--- src/sv/iptp_pkg.sv ---
// Shared constants and the character token type of the address text parser.
// Used by the front stage, the token queue and the back stage.
package iptp_pkg;

  localparam logic [7:0]  CH_DOT      = 8'd46;
  localparam logic [7:0]  CH_COLON    = 8'd58;
  localparam logic [7:0]  CH_ZERO     = 8'd48;
  localparam logic [7:0]  CH_NINE     = 8'd57;
  localparam logic [11:0] OCTET_MAX   = 12'd255;
  localparam logic [16:0] PORT_MAX    = 17'd65535;
  localparam logic [16:0] PORT_SAT    = 17'd65536;
  localparam int          QUEUE_DEPTH = 2;

  typedef struct packed {
    logic       is_num;
    logic       is_dot;
    logic       is_colon;
    logic       last;
    logic [3:0] dval;
  } token_t;

endpackage

--- src/sv/iptp_front.sv ---
// Front stage: accepts characters and classifies them into registered tokens.
// Depends on iptp_pkg.
module iptp_front import iptp_pkg::*; (
  input  logic       clk,
  input  logic       rst,
  input  logic       in_valid,
  output logic       in_ready,
  input  logic [7:0] ch,
  input  logic       last,
  output logic       tok_valid,
  input  logic       tok_ready,
  output token_t     tok
);

  token_t cls;

  always_comb begin
    cls.is_num   = (ch >= CH_ZERO) && (ch <= CH_NINE);
    cls.is_dot   = (ch == CH_DOT);
    cls.is_colon = (ch == CH_COLON);
    cls.last     = last;
    cls.dval     = 4'(ch - CH_ZERO);
  end

  assign in_ready = !tok_valid || tok_ready;

  always_ff @(posedge clk) begin
    if (rst) begin
      tok_valid <= 1'b0;
    end else if (in_ready) begin
      tok_valid <= in_valid;
    end
  end

  always_ff @(posedge clk) begin
    if (in_valid && in_ready) begin
      tok <= cls;
    end
  end

endmodule

--- src/sv/iptp_queue.sv ---
// Short token queue that decouples the front stage from the back stage.
// Depends on iptp_pkg for the token type and the default depth.
module iptp_queue import iptp_pkg::*; #(
  parameter int DEPTH = QUEUE_DEPTH
) (
  input  logic   clk,
  input  logic   rst,
  input  logic   push_valid,
  output logic   push_ready,
  input  token_t push_data,
  output logic   pop_valid,
  input  logic   pop_ready,
  output token_t pop_data
);

  localparam int PTR_W = (DEPTH > 1) ? $clog2(DEPTH) : 1;
  localparam int CNT_W = $clog2(DEPTH + 1);

  token_t            mem [DEPTH];
  logic [PTR_W-1:0]  wr_ptr;
  logic [PTR_W-1:0]  rd_ptr;
  logic [CNT_W-1:0]  count;
  logic              push_fire;
  logic              pop_fire;

  assign push_ready = (count != CNT_W'(DEPTH));
  assign pop_valid  = (count != '0);
  assign pop_data   = mem[rd_ptr];
  assign push_fire  = push_valid && push_ready;
  assign pop_fire   = pop_valid && pop_ready;

  always_ff @(posedge clk) begin
    if (rst) begin
      wr_ptr <= '0;
      rd_ptr <= '0;
      count  <= '0;
    end else begin
      if (push_fire) begin
        wr_ptr <= (wr_ptr == PTR_W'(DEPTH - 1)) ? '0 : wr_ptr + 1'b1;
      end
      if (pop_fire) begin
        rd_ptr <= (rd_ptr == PTR_W'(DEPTH - 1)) ? '0 : rd_ptr + 1'b1;
      end
      case ({push_fire, pop_fire})
        2'b10:   count <= count + 1'b1;
        2'b01:   count <= count - 1'b1;
        default: count <= count;
      endcase
    end
  end

  always_ff @(posedge clk) begin
    if (push_fire) begin
      mem[wr_ptr] <= push_data;
    end
  end

endmodule

--- src/sv/iptp_back.sv ---
// Back stage: runs the dotted-quad and port parse on tokens and holds the result.
// Depends on iptp_pkg.
module iptp_back import iptp_pkg::*; (
  input  logic        clk,
  input  logic        rst,
  input  logic        tok_valid,
  output logic        tok_ready,
  input  token_t      tok,
  output logic        out_valid,
  input  logic        out_ready,
  output logic        ok,
  output logic [31:0] ip_addr,
  output logic [15:0] port_number
);

  typedef enum logic [2:0] {
    PH_SKIP = 3'd0,
    PH_OCT1 = 3'd1,
    PH_OCT2 = 3'd2,
    PH_OCT3 = 3'd3,
    PH_OCT4 = 3'd4,
    PH_PORT = 3'd5
  } phase_t;

  phase_t       phase, phase_next, ph;
  logic [11:0]  octet_acc, octet_next, oct_mul;
  logic [16:0]  port_acc, port_next, port_sat;
  logic [19:0]  port_mul;
  logic [31:0]  addr_reg, addr_next, addr_shift;
  logic         decided, decided_next;
  logic         oct_ok, act, pop;
  logic         res_fire, res_ok;
  logic [31:0]  res_addr;
  logic [15:0]  res_port;

  assign tok_ready  = !out_valid || out_ready;
  assign pop        = tok_valid && tok_ready;
  assign oct_ok     = (octet_acc <= OCTET_MAX);
  assign oct_mul    = octet_acc * 12'd10 + {8'd0, tok.dval};
  assign port_mul   = {3'd0, port_acc} * 20'd10 + {16'd0, tok.dval};
  assign port_sat   = (port_mul > {3'd0, PORT_SAT}) ? PORT_SAT : port_mul[16:0];
  assign addr_shift = {addr_reg[23:0], octet_acc[7:0]};

  always_comb begin
    phase_next   = phase;
    octet_next   = octet_acc;
    port_next    = port_acc;
    addr_next    = addr_reg;
    decided_next = decided;
    res_fire     = 1'b0;
    res_ok       = 1'b0;
    res_addr     = '0;
    res_port     = '0;
    ph           = phase;
    act          = 1'b0;

    if (!decided) begin
      act = 1'b1;
      if (!(phase inside {PH_OCT1, PH_OCT2, PH_OCT3, PH_OCT4, PH_PORT})) begin
        if (tok.is_num) begin
          ph = PH_OCT1;
        end else begin
          act      = 1'b0;
          res_fire = tok.last;
        end
      end
    end

    if (act) begin
      phase_next = ph;
      unique case (ph)
        PH_OCT1, PH_OCT2, PH_OCT3: begin
          if (tok.is_num && oct_ok) begin
            octet_next = oct_mul;
          end else if (tok.is_dot && oct_ok) begin
            addr_next  = addr_shift;
            octet_next = '0;
            phase_next = (ph == PH_OCT1) ? PH_OCT2 : (ph == PH_OCT2) ? PH_OCT3 : PH_OCT4;
          end else begin
            res_fire     = 1'b1;
            decided_next = 1'b1;
          end
        end
        PH_OCT4: begin
          if (tok.is_num && oct_ok) begin
            octet_next = oct_mul;
          end else if (oct_ok) begin
            addr_next  = addr_shift;
            octet_next = '0;
            if (tok.is_colon) begin
              phase_next = PH_PORT;
            end else begin
              res_fire     = 1'b1;
              res_ok       = 1'b1;
              res_addr     = addr_shift;
              decided_next = 1'b1;
            end
          end else begin
            res_fire     = 1'b1;
            decided_next = 1'b1;
          end
        end
        PH_PORT: begin
          if (tok.is_num) begin
            port_next = port_sat;
          end else begin
            res_fire     = 1'b1;
            res_ok       = (port_acc <= PORT_MAX);
            res_addr     = addr_reg;
            res_port     = port_acc[15:0];
            decided_next = 1'b1;
          end
        end
        default: begin
        end
      endcase

      if (tok.last && !decided_next) begin
        res_fire = 1'b1;
        unique case (phase_next)
          PH_OCT4: begin
            res_ok   = (octet_next <= OCTET_MAX);
            res_addr = {addr_next[23:0], octet_next[7:0]};
          end
          PH_PORT: begin
            res_ok   = 1'b1;
            res_addr = addr_next;
            res_port = (port_next <= PORT_MAX) ? port_next[15:0] : 16'd0;
          end
          default: begin
            res_ok = 1'b0;
          end
        endcase
      end
    end

    if (!res_ok) begin
      res_addr = '0;
      res_port = '0;
    end

    if (tok.last) begin
      phase_next   = PH_SKIP;
      octet_next   = '0;
      port_next    = '0;
      addr_next    = '0;
      decided_next = 1'b0;
    end
  end

  always_ff @(posedge clk) begin
    if (rst) begin
      phase     <= PH_SKIP;
      octet_acc <= '0;
      port_acc  <= '0;
      addr_reg  <= '0;
      decided   <= 1'b0;
      out_valid <= 1'b0;
    end else begin
      if (pop) begin
        phase     <= phase_next;
        octet_acc <= octet_next;
        port_acc  <= port_next;
        addr_reg  <= addr_next;
        decided   <= decided_next;
      end
      if (pop && res_fire) begin
        out_valid   <= 1'b1;
        ok          <= res_ok;
        ip_addr     <= res_addr;
        port_number <= res_port;
      end else if (out_valid && out_ready) begin
        out_valid <= 1'b0;
      end
    end
  end

endmodule

--- src/sv/ipv4_port_text_parser_unit.sv ---
// Parses IPv4 dotted-quad text with an optional ":port", one character per
// request, and gives one result per string (marked by last on its final
// character). It sustains one character per clock cycle unless the result
// output stalls; the back stage's parse state update, one compare and one
// multiply-by-ten add per character, sets that rate. The character that
// decides a result passes the front register, queue and result register;
// later ones up to the one marked last give no result. The front stage
// classifies characters into a short queue, so either side may stall alone.
module ipv4_port_text_parser_unit import iptp_pkg::*; #(
  parameter int QDEPTH = QUEUE_DEPTH
) (
  input  logic        clk,
  input  logic        rst,
  input  logic        in_valid,
  output logic        in_ready,
  input  logic [7:0]  ch,
  input  logic        last,
  output logic        out_valid,
  input  logic        out_ready,
  output logic        ok,
  output logic [31:0] ip_addr,
  output logic [15:0] port_number
);

  logic   ftok_valid, ftok_ready;
  token_t ftok;
  logic   btok_valid, btok_ready;
  token_t btok;

  iptp_front u_front (
    .clk       (clk),
    .rst       (rst),
    .in_valid  (in_valid),
    .in_ready  (in_ready),
    .ch        (ch),
    .last      (last),
    .tok_valid (ftok_valid),
    .tok_ready (ftok_ready),
    .tok       (ftok)
  );

  iptp_queue #(.DEPTH(QDEPTH)) u_queue (
    .clk        (clk),
    .rst        (rst),
    .push_valid (ftok_valid),
    .push_ready (ftok_ready),
    .push_data  (ftok),
    .pop_valid  (btok_valid),
    .pop_ready  (btok_ready),
    .pop_data   (btok)
  );

  iptp_back u_back (
    .clk         (clk),
    .rst         (rst),
    .tok_valid   (btok_valid),
    .tok_ready   (btok_ready),
    .tok         (btok),
    .out_valid   (out_valid),
    .out_ready   (out_ready),
    .ok          (ok),
    .ip_addr     (ip_addr),
    .port_number (port_number)
  );

endmodule

--- config.mk ---
export PLATFORM = sky130hd
export DESIGN_NAME = ipv4_port_text_parser_unit
export DESIGN_NICKNAME = d
export VERILOG_FILES = /design/src/sv/iptp_pkg.sv /design/src/sv/iptp_front.sv /design/src/sv/iptp_queue.sv /design/src/sv/iptp_back.sv /design/src/sv/ipv4_port_text_parser_unit.sv
export SDC_FILE = /design/constraint.sdc
export NUM_CORES = 1
export LEC_CHECK = 0
export BUFFER_PORTS_ARGS = -buffer_cell sky130_fd_sc_hd__buf_4
export CAP_MARGIN = 10
export CORE_MARGIN = 3
export CORE_UTILIZATION = 50
export CTS_CLUSTER_SIZE = 30
export DETAILED_ROUTE_END_ITERATION = 10
export PLACE_DENSITY = 0.68
export SLEW_MARGIN = 10
export SYNTH_ARGS = -nofsm -noshare
export SYNTH_HDL_FRONTEND = slang
export SYNTH_SLANG_ARGS = --single-unit
--- constraint.sdc ---
create_clock -name clk -period 19.8 [get_ports clk]
set_input_delay 2.97 -clock clk [delete_from_list [all_inputs] [get_ports clk]]
set_output_delay 2.97 -clock clk [all_outputs]
set_load 0.1 [all_outputs]
==> metrics.md <==
| Metric | Value |
|---|---|
| Final setup viols | 0 |
| Rel. slew slack | 22.9% |
| CP required | 20.04 ns |
| Nature of the critical path endpoint | flip-flop |
| Total die area | around 19000 um^2 |
| Grt ovf | 0 |
| Min cycle time layout | between 4 and 5 ns |
| Fin area | 9840 um^2 |
| I/O pin count | 64 |
| Vias in the first global route | 6620 |
| Leakage | 3.62 nW |
| Post-synth EDFFs | 73 |
| Final design utilization | 58.5% |
| Top post-synthesis cells by count | nor2_1 (123), edfxtp_1 (73), dfxtp_1 (72) |
| Crit-path slowest cell | dfxtp_1 |
| DR vias/cell | between 6 and 7 |
| Die X | about 140 um |
| Mapped Area | 8690 um^2 |
| Wirelength per Cell | 17.7 um |
| Number of port buffers | 63 |
| RSZ-0062 raised after global routing | false |
| Critical path class | reg2reg |
| CTS max path bufs | 2 |
| Largest stage delay on the critical path | about 0.65 ns |
| Worst r2r path cells | 14 |
| Dpl cell area | 9270 um^2 |
| HP Class | reg2reg |
| Post-DP HPWL | 14500 um |
| Critical Path AT | between 4 and 5 ns |
| Final ANT Viol Nets | 0 |
| TritonCTS Buffers | 17 |
| Core ar. | 16800 um^2 |
| GRT busiest layer | met2 |
| Final Power | 0.931 mW |
| Clock transition at the registers of the reported paths | 0.07 ns |
| Most frequent cell after synthesis | nor2_1 |
| Clock root buffer | clkbuf_16 |
| Initial antenna violation count | 0 |
| Maxcap violations | 0 |
| # DRC | 0 |
| Main synth FF type | edfxtp_1 |
| Final Max Slew Viols | 0 |
| Total Nets Final | 1004 |
| TritonCTS Sinks | roughly 150 |
| Yosys warns | 0 |
| Top delay family on crit path | simple AND/OR/NAND/NOR gates |
| Internal power | about 0.57 mW |
| Final Hold Violating Endpoints | 0 |
| Critical-path cell list | mux2_2, ha_1, fa_1, a21oi_1, nor2b_1, and3_1, and4_1, xor3_1, a21oi_1, a41oi_4, buf_4, nor3b_4, nand2_1, a21oi_1 |
| Via Count | between 7000 and 8000 |
| Gate power share | between 20 and 30% |
| Synth top area share | 25.2% |
| Max VDD drop | about 0.09 mV |
| GRT Util Overall | between 20 and 25% |
| Synth-to-Final Area Change | 13.2% |
| Setup bufs post-CTS | 0 |
| Largest net degree at the start of global routing | 61 |
| Dpl cells | 1136 |
| Highest achievable clock rate | 0.212 GHz |
| Hold Slack | 0.447 ns |
| CP Max Fanout | 36 |
| Met1 Track Usage GR | 32.3% |
| Hold Path Stages | 0 |
| M3 GR Usage | 4.25% |
| Synth top area cells | edfxtp_1 (25%), dfxtp_1 (17%), ha_1 (7.5%), nor2_1 (5.3%), a22oi_1 (3.4%) |
| Placer congestion estimate | 0.888 |
| Power Density | 94.6 nW/um^2 |
| Reg power frac | 38.8% |
| Sequential-to-total area share from yosys stat | 41.8% |
| Cts repair resizes | 0 |
| Status | finished, final reports clean |
| Total number of H-tree levels | 4 |
| Largest area contributor in the synthesized netlist | edfxtp_1 |
| Diodes inserted | 0 |
| Met2 global-route usage | 33.9% |
| Fraction of registers with async set/reset | 0% |
| Hold Path Sink | u_queue.mem[0][2]$_DFFE_PP_ |
| Period utilization | a little under a quarter |
| Most frequent CP cell | a21oi_1 |
| Mapped Nets | 966 |
| Net switching power | ~0.36 mW |
| Initial DRC Count | just over 800 |
| Post-synth cell types | 88 |
| Flops & latches, synth | 145 |
| CTS tree | done |
| Die height | 138 um |
| Cts hold-fix bufs | 0 |
| Post-route setup TNS | 0 ns |
| Rows | 47 |
| Worst path bufs/invs | 1 |
| Switch share | 38.5% |
| Drt pass-1 iters | 7 |
| Fin Clk Skew | between 0.009 and 0.01 ns |
| Share of cells above drive strength 1 | 16.0% |
| HP Start | u_front.tok[2]$_DFFE_PP_ |
| Layout fillers | 1539 |
| Worst Tran Pin Value | between 1 and 1.5 ns |
| Global-route wire length before repair | about 34000 um |
| Clk pwr share | between 30% and 40% |
| Syn avg cell area | 9.69 um^2 |
| Post-Synthesis Cells | 897 |
| Final WS setup | 15.09 ns |
| Finished Layout Cells | 1168 |
| Initial core utilization | 51.7% |
| Critical path startpoint category | flip-flop |
| Drt total wl | 20700 um |
| Clock latency on the worst-skew pair | 0.43 ns |
| Pre-CTS WS | 14.70 ns |
| FF-to-FF End | u_back.port_number[12]$_SDFFCE_PN0P_ |
| R2R setup slack | approximately 15 ns |
-- logic make-up after synthesis --
group                    Yosys count  share of synthesized area (%)
multiplexers                      15                           1.84
XOR/XNOR                          35                           3.70
AO/OA/AOI/OAI                    283                           24.2
adder cells (fa/ha/maj)           56                           8.40
AND/OR/NAND/NOR                  286                           16.0
buffers and inverters             77                           4.07
flip-flops                       145                           41.8
-- how the worst max path moves through the flow --
stage / from / to / slack (ns) / depth (start not counted)
finish: flip-flop / u_back.port_number[12]$_SDFFCE_PN0P_ / 15.09 / 14
global route: u_back.octet_acc[1]$_SDFFE_PP0P_ / u_back.port_number[12]$_SDFFCE_PN0P_ / 14.74 / 14
CTS: flip-flop / u_back.port_number[2]$_SDFFCE_PN0P_ / 15.12 / 14
detailed placement: out_ready / u_back.phase[2]$_SDFFE_PP0P_ / 14.70 / 9
global placement: out_ready / u_back.phase[2]$_SDFFE_PP0P_ / 14.75 / 9
floorplan: out_ready / u_back.ip_addr[0]$_SDFFCE_PN0P_ / 11.23 / 3
-- routing by layer --
| metal | vias up | wire length (um) |
|---|---|---|
| met5 | - | 0 |
| met4 | 0 | 375 |
| met3 | 28 | 1110 |
| met2 | 237 | 9340 |
| met1 | 3433 | 9850 |
| li1 | 3508 | - |
-- cell usage in the layout, fill, tap and decap left out, types with 27 or more instances in the layout --
cell      count
buf_4        70
a22oi_1      39
ha_1         52
nor2_1      123
a21oi_1      54
edfxtp_1     73
o21ai_0      37
a222oi_1     27
nand2_1      62
dfxtp_1      72
-- cell type report --
| type | instances | area, um^2 | area share (%) |
|---|---|---|---|
| Tap cell | 220 | 275 | 2.80 |
| Multi-Input combinational cell | 675 | 4740 | 48.1 |
| Sequential cell | 145 | 3630 | 36.9 |
| Inverter | 26 | 97.6 | 0.992 |
| Timing Repair Buffer | 70 | 526 | 5.34 |
| Clock buffer | 17 | 425 | 4.32 |
| Clock inverter | 15 | 144 | 1.46 |
-- power groups by stage --
stage          sequential (mW)  clock [mW]  combinational [mW]
2_1_floorplan            0.460           0               0.112
4_1_cts                  0.361       0.314               0.262
3_5_place_dp             0.368           0               0.261
3_3_place_gp             0.367           0               0.259
5_1_grt                  0.364       0.327               0.280
6_report                 0.361       0.308               0.262
(Power assumes the default switching activity.)
